[config.mk]
export PLATFORM = sky130hd
export DESIGN_NAME = mode_filter_histogram_core
export DESIGN_NICKNAME = d
export VERILOG_FILES = /design/src/hdl/mfh_pkg.sv /design/src/hdl/mfh_cell.sv /design/src/hdl/mfh_pick.sv /design/src/hdl/mode_filter_histogram_core.sv
export SDC_FILE = /design/constraint.sdc
export NUM_CORES = 1
export LEC_CHECK = 0
export ABC_AREA = 1
export BUFFER_PORTS_ARGS = -buffer_cell sky130_fd_sc_hd__buf_4
export CAP_MARGIN = 25
export CORE_MARGIN = 2
export CORE_UTILIZATION = 30
export CTS_CLUSTER_SIZE = 14
export DETAILED_ROUTE_END_ITERATION = 10
export HOLD_SLACK_MARGIN = 0.1
export PLACE_DENSITY = 0.55
export SLEW_MARGIN = 20
export SYNTH_ARGS = -nofsm -noshare
export SYNTH_HDL_FRONTEND = slang
export SYNTH_HIERARCHICAL = 1
export SYNTH_SLANG_ARGS = --single-unit
[constraint.sdc]
create_clock -name clk -period 6.9 [get_ports clk]
set_clock_uncertainty 0.1 [all_clocks]
set_input_delay 1.38 -clock clk [delete_from_list [all_inputs] [get_ports clk]]
set_output_delay 1.38 -clock clk [all_outputs]
set_load 0.005 [all_outputs]
[src/hdl/mfh_pkg.sv]
// Package for the mode filter histogram core.
// Field widths, count limit and the control struct shared by the cell row.
// No dependencies.
package mfh_pkg;

  localparam int SAMPLE_W = 10;
  localparam int COUNT_W  = 16;
  localparam logic [COUNT_W-1:0] COUNT_MAX = {COUNT_W{1'b1}};

  localparam logic CMD_INSERT = 1'b0;
  localparam logic CMD_QUERY  = 1'b1;

  typedef struct packed {
    logic insert;
    logic hit_any;
    logic shift;
  } cell_ctl_t;

endpackage

[src/hdl/mfh_cell.sv]
// One table entry of the mode filter: value, count and valid bit.
// Matches the broadcast sample, fills in order, shifts toward the head on query.
// Depends on mfh_pkg.
module mfh_cell import mfh_pkg::*; #(
  parameter int VAL_W = 10
) (
  input  logic               clk,
  input  logic               rst_n,
  input  cell_ctl_t          ctl,
  input  logic [VAL_W-1:0]   sample,
  input  logic               prev_valid,
  input  logic               nb_valid,
  input  logic [VAL_W-1:0]   nb_value,
  input  logic [COUNT_W-1:0] nb_count,
  output logic               valid,
  output logic [VAL_W-1:0]   value,
  output logic [COUNT_W-1:0] count,
  output logic               match
);

  logic               valid_r, valid_nxt;
  logic [VAL_W-1:0]   value_r, value_nxt;
  logic [COUNT_W-1:0] count_r, count_nxt;
  logic               take;

  assign match = valid_r && (value_r == sample);
  assign take  = ctl.insert && !ctl.hit_any && !valid_r && prev_valid;

  always_comb begin
    valid_nxt = valid_r;
    value_nxt = value_r;
    count_nxt = count_r;
    if (ctl.shift) begin
      valid_nxt = nb_valid;
      value_nxt = nb_value;
      count_nxt = nb_count;
    end else if (ctl.insert) begin
      if (match && count_r != COUNT_MAX) begin
        count_nxt = count_r + COUNT_W'(1);
      end else if (take) begin
        valid_nxt = 1'b1;
        value_nxt = sample;
        count_nxt = COUNT_W'(1);
      end
    end
  end

  always_ff @(posedge clk) begin
    if (!rst_n) begin
      valid_r <= 1'b0;
    end else begin
      valid_r <= valid_nxt;
    end
    value_r <= value_nxt;
    count_r <= count_nxt;
  end

  assign valid = valid_r;
  assign value = value_r;
  assign count = count_r;

endmodule

[src/hdl/mfh_pick.sv]
// Running maximum at the head of the cell row; later entries win ties.
// Depends on mfh_pkg.
module mfh_pick import mfh_pkg::*; #(
  parameter int VAL_W = 10
) (
  input  logic               clk,
  input  logic               start,
  input  logic               step,
  input  logic               head_valid,
  input  logic [VAL_W-1:0]   head_value,
  input  logic [COUNT_W-1:0] head_count,
  output logic [VAL_W-1:0]   best_value
);

  logic [VAL_W-1:0]   best_val_r, best_val_nxt;
  logic [COUNT_W-1:0] best_cnt_r, best_cnt_nxt;

  always_comb begin
    best_val_nxt = best_val_r;
    best_cnt_nxt = best_cnt_r;
    if (start) begin
      best_val_nxt = '0;
      best_cnt_nxt = '0;
    end else if (step && head_valid && head_count >= best_cnt_r) begin
      best_val_nxt = head_value;
      best_cnt_nxt = head_count;
    end
  end

  always_ff @(posedge clk) begin
    best_val_r <= best_val_nxt;
    best_cnt_r <= best_cnt_nxt;
  end

  assign best_value = best_val_r;

endmodule

[src/hdl/mode_filter_histogram_core.sv]
// Top level of the mode filter histogram core: cell row, head picker, control.
// Depends on mfh_pkg, mfh_cell, mfh_pick.
//
//   channel | direction | ports
//   in      | input     | in_valid, in_ready, in_command, in_sample
//   out     | output    | out_valid, out_ready, out_mode_value, out_no_samples, out_overflowed
//
// Insert: one item per cycle while in_ready is high, all cells compare the sample at once.
// Query: shifts the whole row through the head picker, which also empties
// the table, then loads the result register.
// in_ready is low while a query runs; inserts are taken while a result waits.
// A query whose result register is still full waits before loading it.
// Reset (rst_n low, synchronous) empties the table and the drop flag.
module mode_filter_histogram_core import mfh_pkg::*; #(
  parameter int TABLE_SIZE  = 8,
  parameter int SAMPLE_BITS = 10
) (
  input  logic                clk,
  input  logic                rst_n,
  input  logic                in_valid,
  output logic                in_ready,
  input  logic                in_command,
  input  logic [SAMPLE_W-1:0] in_sample,
  output logic                out_valid,
  input  logic                out_ready,
  output logic [SAMPLE_W-1:0] out_mode_value,
  output logic                out_no_samples,
  output logic                out_overflowed
);

  localparam int VAL_W = (SAMPLE_BITS < SAMPLE_W) ? SAMPLE_BITS : SAMPLE_W;
  localparam int CNT_W = (TABLE_SIZE > 1) ? $clog2(TABLE_SIZE) : 1;
  localparam logic [CNT_W-1:0] LAST_STEP = CNT_W'(TABLE_SIZE - 1);

  localparam logic [1:0] ST_IDLE = 2'd0;
  localparam logic [1:0] ST_SCAN = 2'd1;
  localparam logic [1:0] ST_DONE = 2'd2;

  logic [1:0]       state_r, state_nxt;
  logic [CNT_W-1:0] step_r, step_nxt;
  logic             drop_r, drop_nxt;
  logic             empty_snap_r, empty_snap_nxt;
  logic             ovf_snap_r, ovf_snap_nxt;
  logic             out_valid_r, out_valid_nxt;
  logic [VAL_W-1:0] out_value_r, out_value_nxt;
  logic             out_empty_r, out_empty_nxt;
  logic             out_ovf_r, out_ovf_nxt;

  logic             accept, do_insert, do_query, load_out;
  logic [VAL_W-1:0] sample_v;
  logic [VAL_W-1:0] best_value;
  cell_ctl_t        ctl;

  logic               valid_w [TABLE_SIZE+1];
  logic [VAL_W-1:0]   value_w [TABLE_SIZE+1];
  logic [COUNT_W-1:0] count_w [TABLE_SIZE+1];
  logic [TABLE_SIZE-1:0] match_w;

  assign in_ready  = (state_r == ST_IDLE);
  assign accept    = in_valid && in_ready;
  assign do_insert = accept && (in_command == CMD_INSERT);
  assign do_query  = accept && (in_command == CMD_QUERY);
  assign sample_v  = in_sample[VAL_W-1:0];

  assign ctl.insert  = do_insert;
  assign ctl.hit_any = |match_w;
  assign ctl.shift   = (state_r == ST_SCAN);

  assign valid_w[TABLE_SIZE] = 1'b0;
  assign value_w[TABLE_SIZE] = '0;
  assign count_w[TABLE_SIZE] = '0;

  genvar g;
  generate
    for (g = 0; g < TABLE_SIZE; g++) begin : g_cell
      logic prev_v;
      if (g == 0) begin : g_head
        assign prev_v = 1'b1;
      end else begin : g_body
        assign prev_v = valid_w[g-1];
      end
      mfh_cell #(.VAL_W(VAL_W)) u_cell (
        .clk        (clk),
        .rst_n      (rst_n),
        .ctl        (ctl),
        .sample     (sample_v),
        .prev_valid (prev_v),
        .nb_valid   (valid_w[g+1]),
        .nb_value   (value_w[g+1]),
        .nb_count   (count_w[g+1]),
        .valid      (valid_w[g]),
        .value      (value_w[g]),
        .count      (count_w[g]),
        .match      (match_w[g])
      );
    end
  endgenerate

  mfh_pick #(.VAL_W(VAL_W)) u_pick (
    .clk        (clk),
    .start      (do_query),
    .step       (state_r == ST_SCAN),
    .head_valid (valid_w[0]),
    .head_value (value_w[0]),
    .head_count (count_w[0]),
    .best_value (best_value)
  );

  assign load_out = (state_r == ST_DONE) && (!out_valid_r || out_ready);

  always_comb begin
    state_nxt      = state_r;
    step_nxt       = step_r;
    drop_nxt       = drop_r;
    empty_snap_nxt = empty_snap_r;
    ovf_snap_nxt   = ovf_snap_r;
    out_valid_nxt  = out_valid_r;
    out_value_nxt  = out_value_r;
    out_empty_nxt  = out_empty_r;
    out_ovf_nxt    = out_ovf_r;

    if (out_valid_r && out_ready) begin
      out_valid_nxt = 1'b0;
    end

    case (state_r)
      ST_IDLE: begin
        if (do_insert && !ctl.hit_any && valid_w[TABLE_SIZE-1]) begin
          drop_nxt = 1'b1;
        end
        if (do_query) begin
          empty_snap_nxt = !valid_w[0];
          ovf_snap_nxt   = drop_r;
          drop_nxt       = 1'b0;
          step_nxt       = '0;
          state_nxt      = ST_SCAN;
        end
      end
      ST_SCAN: begin
        step_nxt = step_r + CNT_W'(1);
        if (step_r == LAST_STEP) begin
          state_nxt = ST_DONE;
        end
      end
      ST_DONE: begin
        if (load_out) begin
          out_valid_nxt = 1'b1;
          out_value_nxt = best_value;
          out_empty_nxt = empty_snap_r;
          out_ovf_nxt   = ovf_snap_r;
          state_nxt     = ST_IDLE;
        end
      end
      default: begin
        state_nxt = ST_IDLE;
      end
    endcase
  end

  always_ff @(posedge clk) begin
    if (!rst_n) begin
      state_r     <= ST_IDLE;
      drop_r      <= 1'b0;
      out_valid_r <= 1'b0;
    end else begin
      state_r     <= state_nxt;
      drop_r      <= drop_nxt;
      out_valid_r <= out_valid_nxt;
    end
    step_r       <= step_nxt;
    empty_snap_r <= empty_snap_nxt;
    ovf_snap_r   <= ovf_snap_nxt;
    out_value_r  <= out_value_nxt;
    out_empty_r  <= out_empty_nxt;
    out_ovf_r    <= out_ovf_nxt;
  end

  assign out_valid      = out_valid_r;
  assign out_mode_value = SAMPLE_W'(out_value_r);
  assign out_no_samples = out_empty_r;
  assign out_overflowed = out_ovf_r;

endmodule
Yosys cells after proc, flatten, opt, wreduce, memory -nomap -nowiden
Index checks and enable logic that the tools add are counted.
{"block": "word_totals", "reg_bits": 263, "out_inout_bits": 14, "wordCells": 267}
{"block": "op_classes", "n_addsub": 9, "order_cmp": 1, "eq_ne": 29, "muxes": 97, "bitwise": 3, "n_reduce_logical": 93}
{"op": "$mux W16", "n": 30}
{"op": "$mux W10", "n": 28}
{"op": "$add A16 B1 Y16 const B", "n": 8}
{"op": "$ne A16 B16 Y1 const B", "n": 8}
{"op": "$eq A10 B10 Y1", "n": 8}
{"op": "$logic_and A1 B1 Y1", "n": 40}
{"op": "$mux W1", "n": 33}
{"op": "$reduce_and A3 Y1", "n": 9}
{"op": "$reduce_and A2 Y1", "n": 12}
{"op": "$reduce_bool A2 Y1", "n": 11}
{"op": "$reduce_bool A3 Y1", "n": 7}
{"op": "$ge A16 B16 Y1", "n": 1}
{"op": "$ne A2 B1 Y1 const B", "n": 8}
{"op": "$logic_not A1 Y1", "n": 10}
{"op": "$reduce_or A8 Y1", "n": 1}
{"op": "$mux W2", "n": 3}
{"op": "$pmux W2 S3", "n": 1}
{"op": "$pmux W3 S2", "n": 1}
{"op": "$ne A2 B2 Y1 const B", "n": 2}
{"op": "$add A3 B1 Y3 const B", "n": 1}
{"op": "$eq A3 B3 Y1 const B", "n": 1}
{"op": "$mux W3", "n": 1}
{"op": "$not A1 Y1", "n": 3}
{"op": "$eq A2 B1 Y1 const B", "n": 1}
{"op": "4 further kinds", "n": 4}

Depth between registers and ports, before layout
{"block": "logic_depth", "depth_word": 11, "depth_mapped": 16, "ltp_nobuf": 15}

Modules after synthesis
Netlist, hierarchy kept.
{"mod": "mfh_cell", "n_inst": 8, "cells_per_inst": 254, "area_per_inst_um2": 1889.3, "seq_area_each_um2": 800.8}
{"mod": "mfh_pick", "n_inst": 1, "cells_per_inst": 239, "area_per_inst_um2": 1612.8, "seq_area_each_um2": 520.5}
{"mod": "mode_filter_histogram_core", "n_inst": 1, "cells_per_inst": 68, "area_per_inst_um2": 824.5, "seq_area_each_um2": 590.6}

Worst setup path after synthesis
No wires, ideal clock.
{"block": "synth_timing", "path_type": "input to register", "startpoint": "input in_sample[0]", "endpoint": "register g_cell[0].u_cell.count_r[0] (enable)", "arrival_time_ns": 3.018, "required_ns": 6.428, "path_slack_ns": 3.410, "path_stages": 14, "n_path_buf": 1, "cell_sequence": "inv_1 or2_2 nand3_1 nor2_1 nand2_1 nor2_1 buf_4 nor2_1 nand2_1 nor2_1 inv_1 nor3_1 nor2_1 nand2_1"}
{"item": "from (decl)", "line": "mode_filter_histogram_core.sv:23", "rtl": "input logic [SAMPLE_W-1:0] in_sample,"}
{"item": "to (signal assigned)", "line": "mfh_cell.sv:55", "rtl": "count_r <= count_nxt;"}
{"item": "to (decl)", "line": "mfh_cell.sv:23", "rtl": "logic [COUNT_W-1:0] count_r, count_nxt;"}

==> flow_metrics.tcl <==
set metrics [dict create \
    finalWorstSetupSlack_ns 2.69 \
    hold_path_class "flip-flop to flip-flop" \
    fin_nets 2411 \
    die_w_um 246 \
    hold-worst-slack_ns 0.331 \
    yosys_warnings 6 \
    mostFrequentLayoutCells "nand2_1, inv_1, edfxtp_1" \
    post-route-min-period_ns 4.21 \
    maxCapViolations 0 \
    relSlewSlack 0.362 \
    finalCritPeriodShare 0.611 \
    crit_path_max_incr_delay_ns 0.70 \
    grt_usage 0.150 \
    pre_cts_ws_ns 2.13 \
    crit_required_ns 6.94 \
    n_antenna_cell 0 \
    crit_arrival_ns 4.25 \
    synth.distinct_cells 35 \
    clkSinkCount 263 \
    post-dp-hpwl_um 32500 \
    crit_chain "buf_4, inv_1, nand2_1, nand3_1, nor2_1, nand2_1, nor2_1, nor2_1, nand2_1, nor2_1, inv_1, nor3_1, nor2_1, nand2_1" \
    yosysSeqAreaShare 0.428 \
    syn-instance-count 2339 \
    grt-ovfl-total 0 \
    postCtsHoldBufs 0 \
    tns_ns 0 \
    hold_violations 0 \
    grt_pass1_wl_um 74400 \
    syn_area_um2 17600 \
    cts_max_level 1 \
    drt-total-wl_um 45100 \
    post_drt_wl_per_cell_um 14.3 \
    drc 0 \
    p_leak_nw 8.68 \
    vias 14700 \
    start_kind "input pin" \
    rows 88 \
    coreArea_um2 57800 \
    r2r-start "g_cell[7].u_cell/valid" \
    io_pins 29 \
    viasPerCell 4.66 \
    area_growth_pct 11.3 \
    grt_pass1_vias 14600 \
    cts_resized 0 \
    critical_path_class "input pin to flip-flop" \
    place_congestion 0.895 \
    post-cts-setup-buffer-count 0 \
    worstSetupEndpointType "flip-flop" \
    clock_latency_ns 0.59 \
    fmax_ghz 0.237 \
    powerDensity_nw_per_um2 212 \
    die_h_um 246 \
    cts-buffers-inserted 31 \
    power_mw 4.14 \
    setup.worst_path.start "in_sample[2]" \
    syn_area_per_cell_um2 7.50 \
    dr.pass1.iters 5 \
    clk_pin_slew_ns 0.06 \
    drtIter0Drc 991 \
    cp-endpoint "g_cell[2].u_cell/count[14]" \
    critical_path.max_fanout 16 \
    initial_utilization 0.304 \
    worst_slew_pin_slew_ns 0.954 \
    peakVddDrop_v 0.000195 \
    io_buffers 28 \
    drive_above_1_share 0.0948 \
    ant_nets 0 \
    drv_slew 0 \
    grt_setup_unrepaired "no" \
    r2r-end "g_cell[2].u_cell/count[14]" \
    clockBufferDepth 3 \
    ys_seq_elements 263 \
    cpMostUsedCell "nor2_1" \
    reg2regPathDepth 11 \
    root_buffer "clkbuf_16" \
    grt_max_degree 152 \
    status "complete, no violations" \
    cts_tree "done" \
    ff2ff_setup_slack_ns 3.28 \
    crit_slowest_cell "nor2_1" \
    setup_viol 0 \
    antenna_found_initial 0 \
    dieArea_um2 60500 \
    layout_commonest_cell "nand2_1" \
]
==> through the flow <==
stage	cell area, µm²	utilization	instances
2_1_floorplan	17600	-	2365
3_3_place_gp	18500	0.321	3102
3_5_place_dp	18500	0.321	3102
4_1_cts	19500	0.338	3160
5_1_grt	19500	0.338	3160
6_report	19500	0.338	3160
==> flip-flops by register name (all words and copies together), names as in the netlist, 2 cells and up <==
name / cells
step_r: 3
state_r: 2
out_mode_value: 10
u_pick/best_value: 10
g_cell.u_cell/value: 80
g_cell.u_cell/count: 128
u_pick/best_cnt_r: 16
g_cell.u_cell/valid: 8
==> worst min path at each step <==
| stage | start | to | slack [ns] | cells after the start |
|---|---|---|---|---|
| after floorplan | empty_snap_r | out_no_samples | 0.30 | 0 |
| after CTS | u_pick/best_value[7] | out_mode_value[7] | 0.33 | 0 |
| after global routing | u_pick/best_value[2] | out_mode_value[2] | 0.34 | 0 |
| after global placement | drop_r | ovf_snap_r | 0.32 | 0 |
| final | u_pick/best_value[7] | out_mode_value[7] | 0.33 | 0 |
| after detailed placement | drop_r | ovf_snap_r | 0.32 | 0 |
==> area by class of cell <==
type / count / area [µm²]
clock buffer: 40 / 870
clock inverter: 18 / 125
fill: 6187 / 38300
inverter: 406 / 1520
multi-input combinational: 1636 / 8300
sequential: 263 / 7520
tap: 765 / 957
timing repair buffer: 32 / 253
==> cell families (layout without fill, tap and decap cells) <==
| kind of cell | Yosys count | in the layout | share of synthesized area |
|---|---|---|---|
| buf+inv | 466 | 496 | 0.105 |
| other cells | 2 | 28 | 0.000428 |
| fa+ha+maj | 26 | 26 | 0.0185 |
| compound gates | 216 | 216 | 0.0667 |
| flops | 263 | 263 | 0.428 |
| xor+xnor | 72 | 72 | 0.0359 |
| simple gates | 1294 | 1294 | 0.345 |
==> metal layers <==
layer,vias to the layer above,routed length (µm),global-route usage
met5,-,0,0
met4,0,1130,0.0437
met3,79,1610,0.0206
met2,273,21600,0.260
met1,6831,20800,0.193
li1,7540,-,-
==> Yosys cell counts (all sizes together) <==
cell,n,area share
conb,2,0.00043
inv,404,0.086
clkbuf,26,0.0056
xnor2,16,0.0080
edfxtp,225,0.38
ha,26,0.019
o21ai,138,0.039
or2,8,0.0029
buf,34,0.012
xor2,56,0.028
nand2,747,0.16
o21bai,8,0.0034
nor3,17,0.010
a21boi,8,0.0034
nor2,284,0.074
clkinv,2,0.00043
dfxtp,38,0.043
o221ai,8,0.0040
a21oi,52,0.016
nand4,129,0.060
o21a,2,0.00086
nand3,109,0.036
==> report_power, final <==
group | leakage (nW) | total, mW | switching (mW) | internal (mW)
Clock | 0.498 | 1.62 | 0.694 | 0.923
Sequential | 2.43 | 1.98 | 0.115 | 1.86
Combinational | 5.76 | 0.544 | 0.382 | 0.162
Total | 8.68 | 4.14 | 1.19 | 2.95
==> critical path, delay by kind of cell <==
| kind | cells | cell delay, ns |
|---|---|---|
| buffers and inverters | 3 | 0.76 |
| and+or+nand+nor | 11 | 2.10 |
Power figures use the tool's default switching activity.
